[config.mk]
export PLATFORM = sky130hd
export DESIGN_NAME = kiwi_drive_motor_frame_encoder_top
export DESIGN_NICKNAME = d
export VERILOG_FILES = /design/src/design/kdmfe_pkg.sv /design/src/design/kiwi_drive_motor_frame_encoder_top.sv /design/src/design/kdmfe_mul.sv
export SDC_FILE = /design/constraint.sdc
export NUM_CORES = 2
export LEC_CHECK = 0
export ABC_AREA = 1
export BUFFER_PORTS_ARGS = -buffer_cell sky130_fd_sc_hd__buf_2
export CAP_MARGIN = 20
export CORE_ASPECT_RATIO = 2
export CORE_MARGIN = 5
export CORE_UTILIZATION = 55
export CTS_CLUSTER_DIAMETER = 40
export DETAILED_ROUTE_END_ITERATION = 12
export PLACE_DENSITY = 0.84
export SLEW_MARGIN = 20
export SYNTH_ARGS = -nofsm -noshare
export SYNTH_HDL_FRONTEND = slang
export SYNTH_SLANG_ARGS = --single-unit
[constraint.sdc]
create_clock -name i_clk -period 8.3 [get_ports i_clk]
set_input_delay 1.66 -clock i_clk [delete_from_list [all_inputs] [get_ports i_clk]]
set_output_delay 1.66 -clock i_clk [all_outputs]
set_load 0.02 [all_outputs]
[src/design/kdmfe_pkg.sv]
// kdmfe_pkg: shared types and fixed constants of the kiwi drive motor frame encoder
// no dependencies; used by kdmfe_mul and kiwi_drive_motor_frame_encoder_top
`timescale 1ns / 1ps

package kdmfe_pkg;

    // sequencer states
    typedef enum logic [3:0] {
        S_IDLE,
        S_MUL_X,
        S_MUL_Y,
        S_LIN,
        S_SUM,
        S_MLO,
        S_MHI,
        S_FRM,
        S_ENA,
        S_FLUSH,
        S_RAW
    } t_state;

    // request kinds
    typedef enum logic [1:0] {
        KIND_VEL    = 2'd0,
        KIND_SAFETY = 2'd1,
        KIND_RAW    = 2'd2,
        KIND_NONE   = 2'd3
    } t_kind;

    // configuration register indexes
    localparam logic [1:0] CFG_ROT_GAIN = 2'd0;
    localparam logic [1:0] CFG_RPM_GAIN = 2'd1;
    localparam logic [1:0] CFG_ACCEL    = 2'd2;
    localparam logic [1:0] CFG_LIMIT    = 2'd3;

    // configuration reset values
    localparam logic [15:0] ROT_GAIN_RST = 16'd8192;
    localparam logic [16:0] RPM_GAIN_RST = 17'd20861;
    localparam logic [7:0]  ACCEL_RST    = 8'd220;
    localparam logic [11:0] LIMIT_RST    = 12'd3000;

    // shared multiplier geometry
    localparam int MUL_A_W = 33;
    localparam int MUL_B_W = 18;
    localparam int MUL_P_W = MUL_A_W + MUL_B_W;
    localparam int LO_W    = 32;
    localparam int GAIN_W  = 17;

    // cos 30 degrees in Q30
    localparam longint unsigned COS30_Q30 = 64'd929887697;

    // frame bytes and lengths
    localparam logic [7:0] BYTE_SPEED_CMD  = 8'hF6;
    localparam logic [7:0] BYTE_ENABLE_CMD = 8'hF3;
    localparam logic [7:0] BYTE_ENABLE_ON  = 8'h01;
    localparam logic [3:0] LEN_SPEED       = 4'd5;
    localparam logic [3:0] LEN_ENABLE      = 4'd3;
    localparam logic [3:0] LEN_MAX         = 4'd8;

endpackage

[src/design/kiwi_drive_motor_frame_encoder_top.sv]
// kiwi_drive_motor_frame_encoder_top: three-wheel omni drive command to motor frames
// depends on kdmfe_pkg and kdmfe_mul
`timescale 1ns / 1ps

// A velocity request (x, y in mm/s, yaw in mrad/s) becomes one F6 speed frame per
// motor, motors 1 to 3 in order, the last marked with last_frame. A safety request
// that turns safety off yields a single flush result with no frame; one that turns
// it back on yields three F3 01 enable frames, the first flagged flush_queue. Raw
// requests pass through as one frame, length held to eight bytes. While safety is
// off velocity and raw requests give nothing. Timing: the block takes one request
// at a time and stalls its input until the last result is in the output register.
// A velocity request works through two set-up products, then five steps per wheel,
// all of it through one shared 33 x 18 multiplier; requests that give no result
// leave it ready at once. While the output is stalled with a result still in it,
// the next result waits. Configuration writes are always ready.

module kiwi_drive_motor_frame_encoder_top #(
    parameter int COEF_FRAC_BITS = 15,
    parameter int MOTOR_COUNT    = 3
) (
    input  logic               i_clk,
    input  logic               i_rst_n,
    // request channel
    input  logic               i_valid,
    output logic               o_stall,
    input  logic [1:0]         i_kind,
    input  logic signed [15:0] i_vel_x,
    input  logic signed [15:0] i_vel_y,
    input  logic signed [15:0] i_yaw_rate,
    input  logic               i_safe_on,
    input  logic [10:0]        i_raw_id,
    input  logic [3:0]         i_raw_len,
    input  logic [63:0]        i_raw_payload,
    // result channel
    output logic               o_valid,
    input  logic               i_stall,
    output logic               o_frame_valid,
    output logic               o_flush_queue,
    output logic [10:0]        o_frame_id,
    output logic [3:0]         o_frame_len,
    output logic [63:0]        o_frame_payload,
    output logic               o_last_frame,
    // configuration write channel
    input  logic               i_cfg_valid,
    output logic               o_cfg_ready,
    input  logic [1:0]         i_cfg_index,
    input  logic [16:0]        i_cfg_data
);

    localparam int F   = COEF_FRAC_BITS;
    localparam int CXW = F + 17;
    localparam int LW  = F + 18;
    localparam int VW  = F + 34;
    localparam int MW  = F + 33;
    localparam int SW  = F + 19;
    localparam int WW  = (MOTOR_COUNT > 1) ? $clog2(MOTOR_COUNT) : 1;
    localparam int GAIN_WL = kdmfe_pkg::GAIN_W;
    localparam logic [WW-1:0] LAST_WHEEL = WW'(MOTOR_COUNT - 1);
    localparam longint unsigned K_COS30_L =
        (kdmfe_pkg::COS30_Q30 + (64'd1 << (29 - F))) >> (30 - F);
    localparam logic [F-1:0] K_COS30 = F'(K_COS30_L);

    // control and configuration state
    kdmfe_pkg::t_state r_state, n_state;
    logic [WW-1:0]     r_wheel, n_wheel;
    logic              r_safety, n_safety;
    logic [15:0]       r_rot_gain;
    logic [16:0]       r_rpm_gain;
    logic [7:0]        r_accel;
    logic [11:0]       r_limit;

    // latched request
    logic signed [15:0] r_x, r_y, r_yaw;
    logic [10:0]        r_raw_id;
    logic [3:0]         r_raw_len;
    logic [63:0]        r_raw_pl;

    // arithmetic intermediates
    logic signed [CXW-1:0] r_cx;
    logic signed [32:0]    r_yr;
    logic signed [LW-1:0]  r_lin;
    logic [MW-1:0]         r_mag;
    logic                  r_neg;
    logic [GAIN_WL-1:0]    r_acc;

    // wheel linear terms and rim speed from the registered intermediates
    logic signed [LW-1:0]  cxe;
    logic signed [LW-1:0]  y_half;
    logic signed [LW-1:0]  y_one;
    logic signed [VW-1:0]  v;

    // output register
    logic        r_ovalid;
    logic        r_o_fvalid, r_o_flush, r_o_last;
    logic [10:0] r_o_id;
    logic [3:0]  r_o_len;
    logic [63:0] r_o_pl;

    // next output values
    logic        ld_out;
    logic        n_o_fvalid, n_o_flush, n_o_last;
    logic [10:0] n_o_id;
    logic [3:0]  n_o_len;
    logic [63:0] n_o_pl;

    // shared multiplier interface
    logic                                  mul_en;
    logic signed [kdmfe_pkg::MUL_A_W-1:0] mul_a;
    logic signed [kdmfe_pkg::MUL_B_W-1:0] mul_b;
    logic signed [kdmfe_pkg::MUL_P_W-1:0] mul_p;

    logic in_acc, out_free;

    assign o_stall     = (r_state != kdmfe_pkg::S_IDLE);
    assign in_acc      = i_valid && !o_stall;
    assign out_free    = !r_ovalid || !i_stall;
    assign o_cfg_ready = 1'b1;

    kdmfe_mul u_mul (
        .i_clk (i_clk),
        .i_en  (mul_en),
        .i_a   (mul_a),
        .i_b   (mul_b),
        .o_p   (mul_p)
    );

    // state register
    always_ff @(posedge i_clk) begin
        if (!i_rst_n) begin
            r_state  <= kdmfe_pkg::S_IDLE;
            r_wheel  <= '0;
            r_safety <= 1'b1;
        end else begin
            r_state  <= n_state;
            r_wheel  <= n_wheel;
            r_safety <= n_safety;
        end
    end

    // sequencer: next state, multiplier operands and result building
    always_comb begin
        logic [SW-1:0] sum;
        logic [SW-1:0] spd_full;
        logic [11:0]   spd;
        logic          dir;
        logic [7:0]    id8;
        logic [7:0]    b1;
        logic [7:0]    b2;
        logic [7:0]    cs;
        logic [3:0]    len_sat;

        n_state    = r_state;
        n_wheel    = r_wheel;
        n_safety   = r_safety;
        mul_en     = 1'b0;
        mul_a      = '0;
        mul_b      = '0;
        ld_out     = 1'b0;
        n_o_fvalid = 1'b1;
        n_o_flush  = 1'b0;
        n_o_last   = 1'b0;
        n_o_id     = '0;
        n_o_len    = '0;
        n_o_pl     = '0;

        sum      = SW'(unsigned'(mul_p)) + SW'(r_acc);
        spd_full = sum >> F;
        spd      = (spd_full > SW'(r_limit)) ? r_limit : spd_full[11:0];
        dir      = r_neg && (r_rpm_gain != '0);
        id8      = 8'(r_wheel) + 8'd1;
        b1       = {dir, 3'b000, spd[11:8]};
        b2       = spd[7:0];
        cs       = '0;
        len_sat  = (r_raw_len > kdmfe_pkg::LEN_MAX) ? kdmfe_pkg::LEN_MAX : r_raw_len;

        unique case (r_state)
            kdmfe_pkg::S_IDLE: begin
                n_wheel = '0;
                if (in_acc) begin
                    priority case (kdmfe_pkg::t_kind'(i_kind))
                        kdmfe_pkg::KIND_VEL: begin
                            if (r_safety) n_state = kdmfe_pkg::S_MUL_X;
                        end
                        kdmfe_pkg::KIND_SAFETY: begin
                            if (r_safety && !i_safe_on) begin
                                n_safety = 1'b0;
                                n_state  = kdmfe_pkg::S_FLUSH;
                            end else if (!r_safety && i_safe_on) begin
                                n_safety = 1'b1;
                                n_state  = kdmfe_pkg::S_ENA;
                            end
                        end
                        kdmfe_pkg::KIND_RAW: begin
                            if (r_safety) n_state = kdmfe_pkg::S_RAW;
                        end
                        default: ;
                    endcase
                end
            end
            // cos30 times x
            kdmfe_pkg::S_MUL_X: begin
                mul_en  = 1'b1;
                mul_a   = kdmfe_pkg::MUL_A_W'(K_COS30);
                mul_b   = kdmfe_pkg::MUL_B_W'(r_x);
                n_state = kdmfe_pkg::S_MUL_Y;
            end
            // yaw rate times rotation gain
            kdmfe_pkg::S_MUL_Y: begin
                mul_en  = 1'b1;
                mul_a   = kdmfe_pkg::MUL_A_W'(r_yaw);
                mul_b   = kdmfe_pkg::MUL_B_W'({1'b0, r_rot_gain});
                n_state = kdmfe_pkg::S_LIN;
            end
            kdmfe_pkg::S_LIN: n_state = kdmfe_pkg::S_SUM;
            kdmfe_pkg::S_SUM: n_state = kdmfe_pkg::S_MLO;
            // low word of magnitude times rpm gain
            kdmfe_pkg::S_MLO: begin
                mul_en  = 1'b1;
                mul_a   = kdmfe_pkg::MUL_A_W'({1'b0, r_mag[kdmfe_pkg::LO_W-1:0]});
                mul_b   = kdmfe_pkg::MUL_B_W'({1'b0, r_rpm_gain});
                n_state = kdmfe_pkg::S_MHI;
            end
            // high part of magnitude times rpm gain
            kdmfe_pkg::S_MHI: begin
                mul_en  = 1'b1;
                mul_a   = kdmfe_pkg::MUL_A_W'(r_mag[MW-1:kdmfe_pkg::LO_W]);
                mul_b   = kdmfe_pkg::MUL_B_W'({1'b0, r_rpm_gain});
                n_state = kdmfe_pkg::S_FRM;
            end
            // speed frame for the current wheel
            kdmfe_pkg::S_FRM: begin
                cs = 8'(id8 + kdmfe_pkg::BYTE_SPEED_CMD + b1 + b2 + r_accel);
                n_o_id   = 11'(id8);
                n_o_len  = kdmfe_pkg::LEN_SPEED;
                n_o_pl   = {24'd0, cs, r_accel, b2, b1, kdmfe_pkg::BYTE_SPEED_CMD};
                n_o_last = (r_wheel == LAST_WHEEL);
                if (out_free) begin
                    ld_out = 1'b1;
                    if (r_wheel == LAST_WHEEL) begin
                        n_state = kdmfe_pkg::S_IDLE;
                    end else begin
                        n_wheel = r_wheel + 1'b1;
                        n_state = kdmfe_pkg::S_LIN;
                    end
                end
            end
            // enable frames after safety comes back on
            kdmfe_pkg::S_ENA: begin
                cs = 8'(id8 + kdmfe_pkg::BYTE_ENABLE_CMD + kdmfe_pkg::BYTE_ENABLE_ON);
                n_o_id    = 11'(id8);
                n_o_len   = kdmfe_pkg::LEN_ENABLE;
                n_o_pl    = {40'd0, cs, kdmfe_pkg::BYTE_ENABLE_ON,
                             kdmfe_pkg::BYTE_ENABLE_CMD};
                n_o_flush = (r_wheel == '0);
                n_o_last  = (r_wheel == LAST_WHEEL);
                if (out_free) begin
                    ld_out = 1'b1;
                    if (r_wheel == LAST_WHEEL) begin
                        n_state = kdmfe_pkg::S_IDLE;
                    end else begin
                        n_wheel = r_wheel + 1'b1;
                    end
                end
            end
            // flush marker after safety goes off
            kdmfe_pkg::S_FLUSH: begin
                n_o_fvalid = 1'b0;
                n_o_flush  = 1'b1;
                n_o_last   = 1'b1;
                if (out_free) begin
                    ld_out  = 1'b1;
                    n_state = kdmfe_pkg::S_IDLE;
                end
            end
            // raw pass-through, bytes past the length cleared
            kdmfe_pkg::S_RAW: begin
                n_o_id   = r_raw_id;
                n_o_len  = len_sat;
                n_o_last = 1'b1;
                for (int i = 0; i < 8; i++) begin
                    n_o_pl[8*i +: 8] = (4'(i) < len_sat) ? r_raw_pl[8*i +: 8] : 8'd0;
                end
                if (out_free) begin
                    ld_out  = 1'b1;
                    n_state = kdmfe_pkg::S_IDLE;
                end
            end
            default: n_state = kdmfe_pkg::S_IDLE;
        endcase
    end

    // configuration registers
    always_ff @(posedge i_clk) begin
        if (!i_rst_n) begin
            r_rot_gain <= kdmfe_pkg::ROT_GAIN_RST;
            r_rpm_gain <= kdmfe_pkg::RPM_GAIN_RST;
            r_accel    <= kdmfe_pkg::ACCEL_RST;
            r_limit    <= kdmfe_pkg::LIMIT_RST;
        end else if (i_cfg_valid && o_cfg_ready) begin
            unique case (i_cfg_index)
                kdmfe_pkg::CFG_ROT_GAIN: r_rot_gain <= i_cfg_data[15:0];
                kdmfe_pkg::CFG_RPM_GAIN: r_rpm_gain <= i_cfg_data;
                kdmfe_pkg::CFG_ACCEL:    r_accel    <= i_cfg_data[7:0];
                kdmfe_pkg::CFG_LIMIT:    r_limit    <= i_cfg_data[11:0];
                default: ;
            endcase
        end
    end

    // wheel terms and rim speed
    assign cxe    = LW'(r_cx);
    assign y_half = LW'(r_y) <<< (F - 1);
    assign y_one  = LW'(r_y) <<< F;
    assign v      = (VW'(r_lin) <<< 16) + (VW'(r_yr) <<< F);

    // request latch and arithmetic intermediates
    always_ff @(posedge i_clk) begin
        if (in_acc) begin
            r_x       <= i_vel_x;
            r_y       <= i_vel_y;
            r_yaw     <= i_yaw_rate;
            r_raw_id  <= i_raw_id;
            r_raw_len <= i_raw_len;
            r_raw_pl  <= i_raw_payload;
        end

        unique case (r_state)
            kdmfe_pkg::S_MUL_Y: r_cx <= CXW'(mul_p);
            // wheel linear term; yaw product still in the multiplier on wheel one
            kdmfe_pkg::S_LIN: begin
                if (r_wheel == '0) r_yr <= 33'(mul_p);
                unique case (r_wheel)
                    WW'(0):  r_lin <= y_half - cxe;
                    WW'(1):  r_lin <= y_half + cxe;
                    default: r_lin <= -y_one;
                endcase
            end
            // rim speed, split into sign and magnitude
            kdmfe_pkg::S_SUM: begin
                r_neg <= v[VW-1];
                r_mag <= MW'(v[VW-1] ? -v : v);
            end
            kdmfe_pkg::S_MHI: r_acc <= mul_p[kdmfe_pkg::LO_W +: GAIN_WL];
            default: ;
        endcase
    end

    // output register
    always_ff @(posedge i_clk) begin
        if (!i_rst_n) begin
            r_ovalid <= 1'b0;
        end else if (ld_out) begin
            r_ovalid <= 1'b1;
        end else if (!i_stall) begin
            r_ovalid <= 1'b0;
        end
    end

    always_ff @(posedge i_clk) begin
        if (ld_out) begin
            r_o_fvalid <= n_o_fvalid;
            r_o_flush  <= n_o_flush;
            r_o_id     <= n_o_id;
            r_o_len    <= n_o_len;
            r_o_pl     <= n_o_pl;
            r_o_last   <= n_o_last;
        end
    end

    assign o_valid         = r_ovalid;
    assign o_frame_valid   = r_o_fvalid;
    assign o_flush_queue   = r_o_flush;
    assign o_frame_id      = r_o_id;
    assign o_frame_len     = r_o_len;
    assign o_frame_payload = r_o_pl;
    assign o_last_frame    = r_o_last;

endmodule

[src/design/kdmfe_mul.sv]
// kdmfe_mul: shared signed multiplier with registered product
// depends on kdmfe_pkg for operand widths
`timescale 1ns / 1ps

module kdmfe_mul (
    input  logic                                  i_clk,
    input  logic                                  i_en,
    input  logic signed [kdmfe_pkg::MUL_A_W-1:0] i_a,
    input  logic signed [kdmfe_pkg::MUL_B_W-1:0] i_b,
    output logic signed [kdmfe_pkg::MUL_P_W-1:0] o_p
);

    logic signed [kdmfe_pkg::MUL_P_W-1:0] r_p;

    // product held until the next issued operation
    always_ff @(posedge i_clk) begin
        if (i_en) begin
            r_p <= kdmfe_pkg::MUL_P_W'(i_a) * kdmfe_pkg::MUL_P_W'(i_b);
        end
    end

    assign o_p = r_p;

endmodule

==> reports/summary.txt <==
Skew-Pair Late Insertion Delay - 660 ps
Slew HR - 22.5%
Synth area leaders - edfxtp_1 (27%), fa_1 (25%), inv_1 (10%)
first-pass GRT wire length - 242000 µm
hold buffer count at cts - 0
Non-Filler Instances - 6690
initial antenna violation count - 8
top cell type's share of synthesized area - 27.1%
Clock Sinks - 468
synthesis-to-finish area growth - 11.2%
Port Buffers - 237
Critical Path Max Stage Delay - 550 ps
initial DRC count - 3606
Crit. End Element - register
vias in the first global route - 40500
total grt overflow - 0
vias per cell - 5.77
gr usage total - 37.4%
Detail Route Antenna Nets - 0
hpwl dp - 134000 µm
worst endpoint required time - 8650 ps
M3 GR Usage - 7.57%
Final Hold Viols - 0
Tmin final - 8020 ps
die height - 415 µm
unrepaired setup endpoints after global routing - no
share of layout cells above drive strength 1 - 10.2%
outcome - finished, final reports clean
Post-synth EDFFs - 407
routing usage on met1 - 34.2%
fin nets - 6553
ys flop type - edfxtp_1
Final setup viols - 0
maximum vdd drop - 0.000208 V
CTS tree - yes
Clock Pin Slew Worst Setup and Hold Paths - 70 ps
drt total wl - 165000 µm
Initial Utilization - 55.5%
syn avg cell area - 8.55 µm²
Placed Instances - 6572
CP max-delay cell - fa_1
Root Buffer - clkbuf_16
Site Rows - 148
fin crit share - 96.6%
fmax - 0.125 GHz
I/O pin count - 239
Slew Limit Fails - 0
setup_tns - 0 ps
met2 GRT Util - 67.0%
area leader, netlist - edfxtp_1
DR WL/cell - 24.7 µm
crit path kind - reg2reg
die area - 88100 µm²
flop and latch count out of synthesis - 468
DRT Pass-1 Iters - 8
core area - 81300 µm²
actual slew at the worst max-slew pin - 1160 ps
Leak Pwr - 24.0 nW
Synth Instances - 5271
Synth Warn # - 0
Max Clock Skew - 72.8 ps
final instance area - 50100 µm²
Top cell by count, worst path - fa_1
Critical Path AT - 8370 ps
Unique masters post-synth - 65
class of the worst hold path - reg2reg
Final GP Congestion - 1.11
GR peak layer - met2
register area share after synthesis - 29.8%
Inserted Clock Buffers - 49
deepest clock path buffer count - 3
Die W - 212 µm
crit start category - register
H-tree level count - 2
top-count cell post-synth - inv_1
placed inst area - 48200 µm²
via count - 38600
power per cell area - 279 nW/µm²
Post-route DRC - 0
Commonest cells post-synth - inv_1 (1214), nand2_1 (1113), fa_1 (565)
ys async rst share - 0%
crit path max fanout - 17
largest net degree at the start of global routing - 83
Mapped Area - 45100 µm²
maximum capacitance violations - 0
[metrics by stage]
step	utilization, %	power (W)	hold slack, ps	setup WS, ps
floorplan	-	0.00843	400	572
global placement	59.3	0.0112	405	392
detailed placement	59.3	0.0114	415	312
CTS	61.3	0.0136	430	259
global route	61.6	0.0147	448	27.2
finish	61.6	0.0140	431	279
[cell usage in the layout (no fill, tap or decap), drive strengths merged, types with 10 or more instances in the layout]
cell	n
a21oi	212
inv	1237
nand3b	10
ha	241
clkinv	27
edfxtp	407
nand2	1126
o21bai	11
clkinvlp	10
dfxtp	61
xnor2	36
clkbuf	52
conb	11
nor2	550
o22ai	15
xor2	66
a21o	16
or2	12
buf	384
a31oi	13
o21ai	208
o211ai	14
nor4	13
fa	565
nand4	43
nor3	44
nand3	193
[area by class of cell]
| class | count | area (µm²) |
|---|---|---|
| tap | 1050 | 1310 |
| clock buffer | 52 | 1240 |
| inverter | 1235 | 4680 |
| sequential | 468 | 13400 |
| multi-input combinational | 3455 | 26600 |
| clock inverter | 40 | 409 |
| antenna | 6 | 15.0 |
| fill | 6931 | 31200 |
| timing repair buffer | 384 | 2400 |
[final timing paths]
check,from,endpoint,slack (ps),cells past startpoint
min,u_mul.o_p[43],r_acc[11],430,0
max,r_state[3],u_mul.o_p[48],280,31
max reg2reg,r_state[3],u_mul.o_p[48],280,31
min reg2reg,u_mul.o_p[43],r_acc[11],430,0
[layer usage]
metal  wire [µm]  part of all wire, %
met2       85600                   52
met3       12100                  7.3
met1       46600                   28
met5           0                    0
met4       20800                   13
[cell families (layout without fill, tap and decap cells)]
family / Yosys count / in the layout / share of synthesized area [%]
other: 2 / 17 / 0.0167
XOR/XNOR: 102 / 102 / 1.98
adder cells (fa/ha/maj): 806 / 806 / 31.8
flip-flops: 468 / 468 / 29.8
buffers and inverters: 1358 / 1711 / 11.5
AO/OA/AOI/OAI: 537 / 537 / 6.81
AND/OR/NAND/NOR: 1998 / 1999 / 18.1
[critical path, delay by kind of cell, from the launching register on]
| family | cells | cell delay, ps |
|---|---|---|
| adders and majority gates | 7 | 3360 |
| and+or+nand+nor | 8 | 1050 |
| DFF | 1 | 350 |
| AOI/OAI and AO/OA | 7 | 1730 |
| xor gates and xnor gates | 1 | 90 |
| buffers and inverters | 8 | 1120 |
[where the power goes]
group          internal [W]  total (W)  switching (W)
logic               0.00231    0.00775        0.00544
clock network       0.00117    0.00224        0.00107
registers           0.00349    0.00399       0.000497
total               0.00697     0.0140        0.00700
[timing repair]
action	in CTS	in global routing
setup buffers	0	18
resized for setup	0	26
endpoints found under the setup margin	0	19
[flip-flops by register name, indices dropped and copies added (netlist names), 11 cells and up]
signal,flops
r_rpm_gain,17
r_yaw,16
o_frame_payload,64
u_mul.o_p,49
r_y,16
r_cx,32
r_acc,17
r_yr,33
r_lin,33
r_rot_gain,16
r_limit,12
r_raw_id,11
r_raw_pl,64
o_frame_id,11
r_mag,33
r_x,16
No activity file was read; power rests on OpenSTA's default activity.
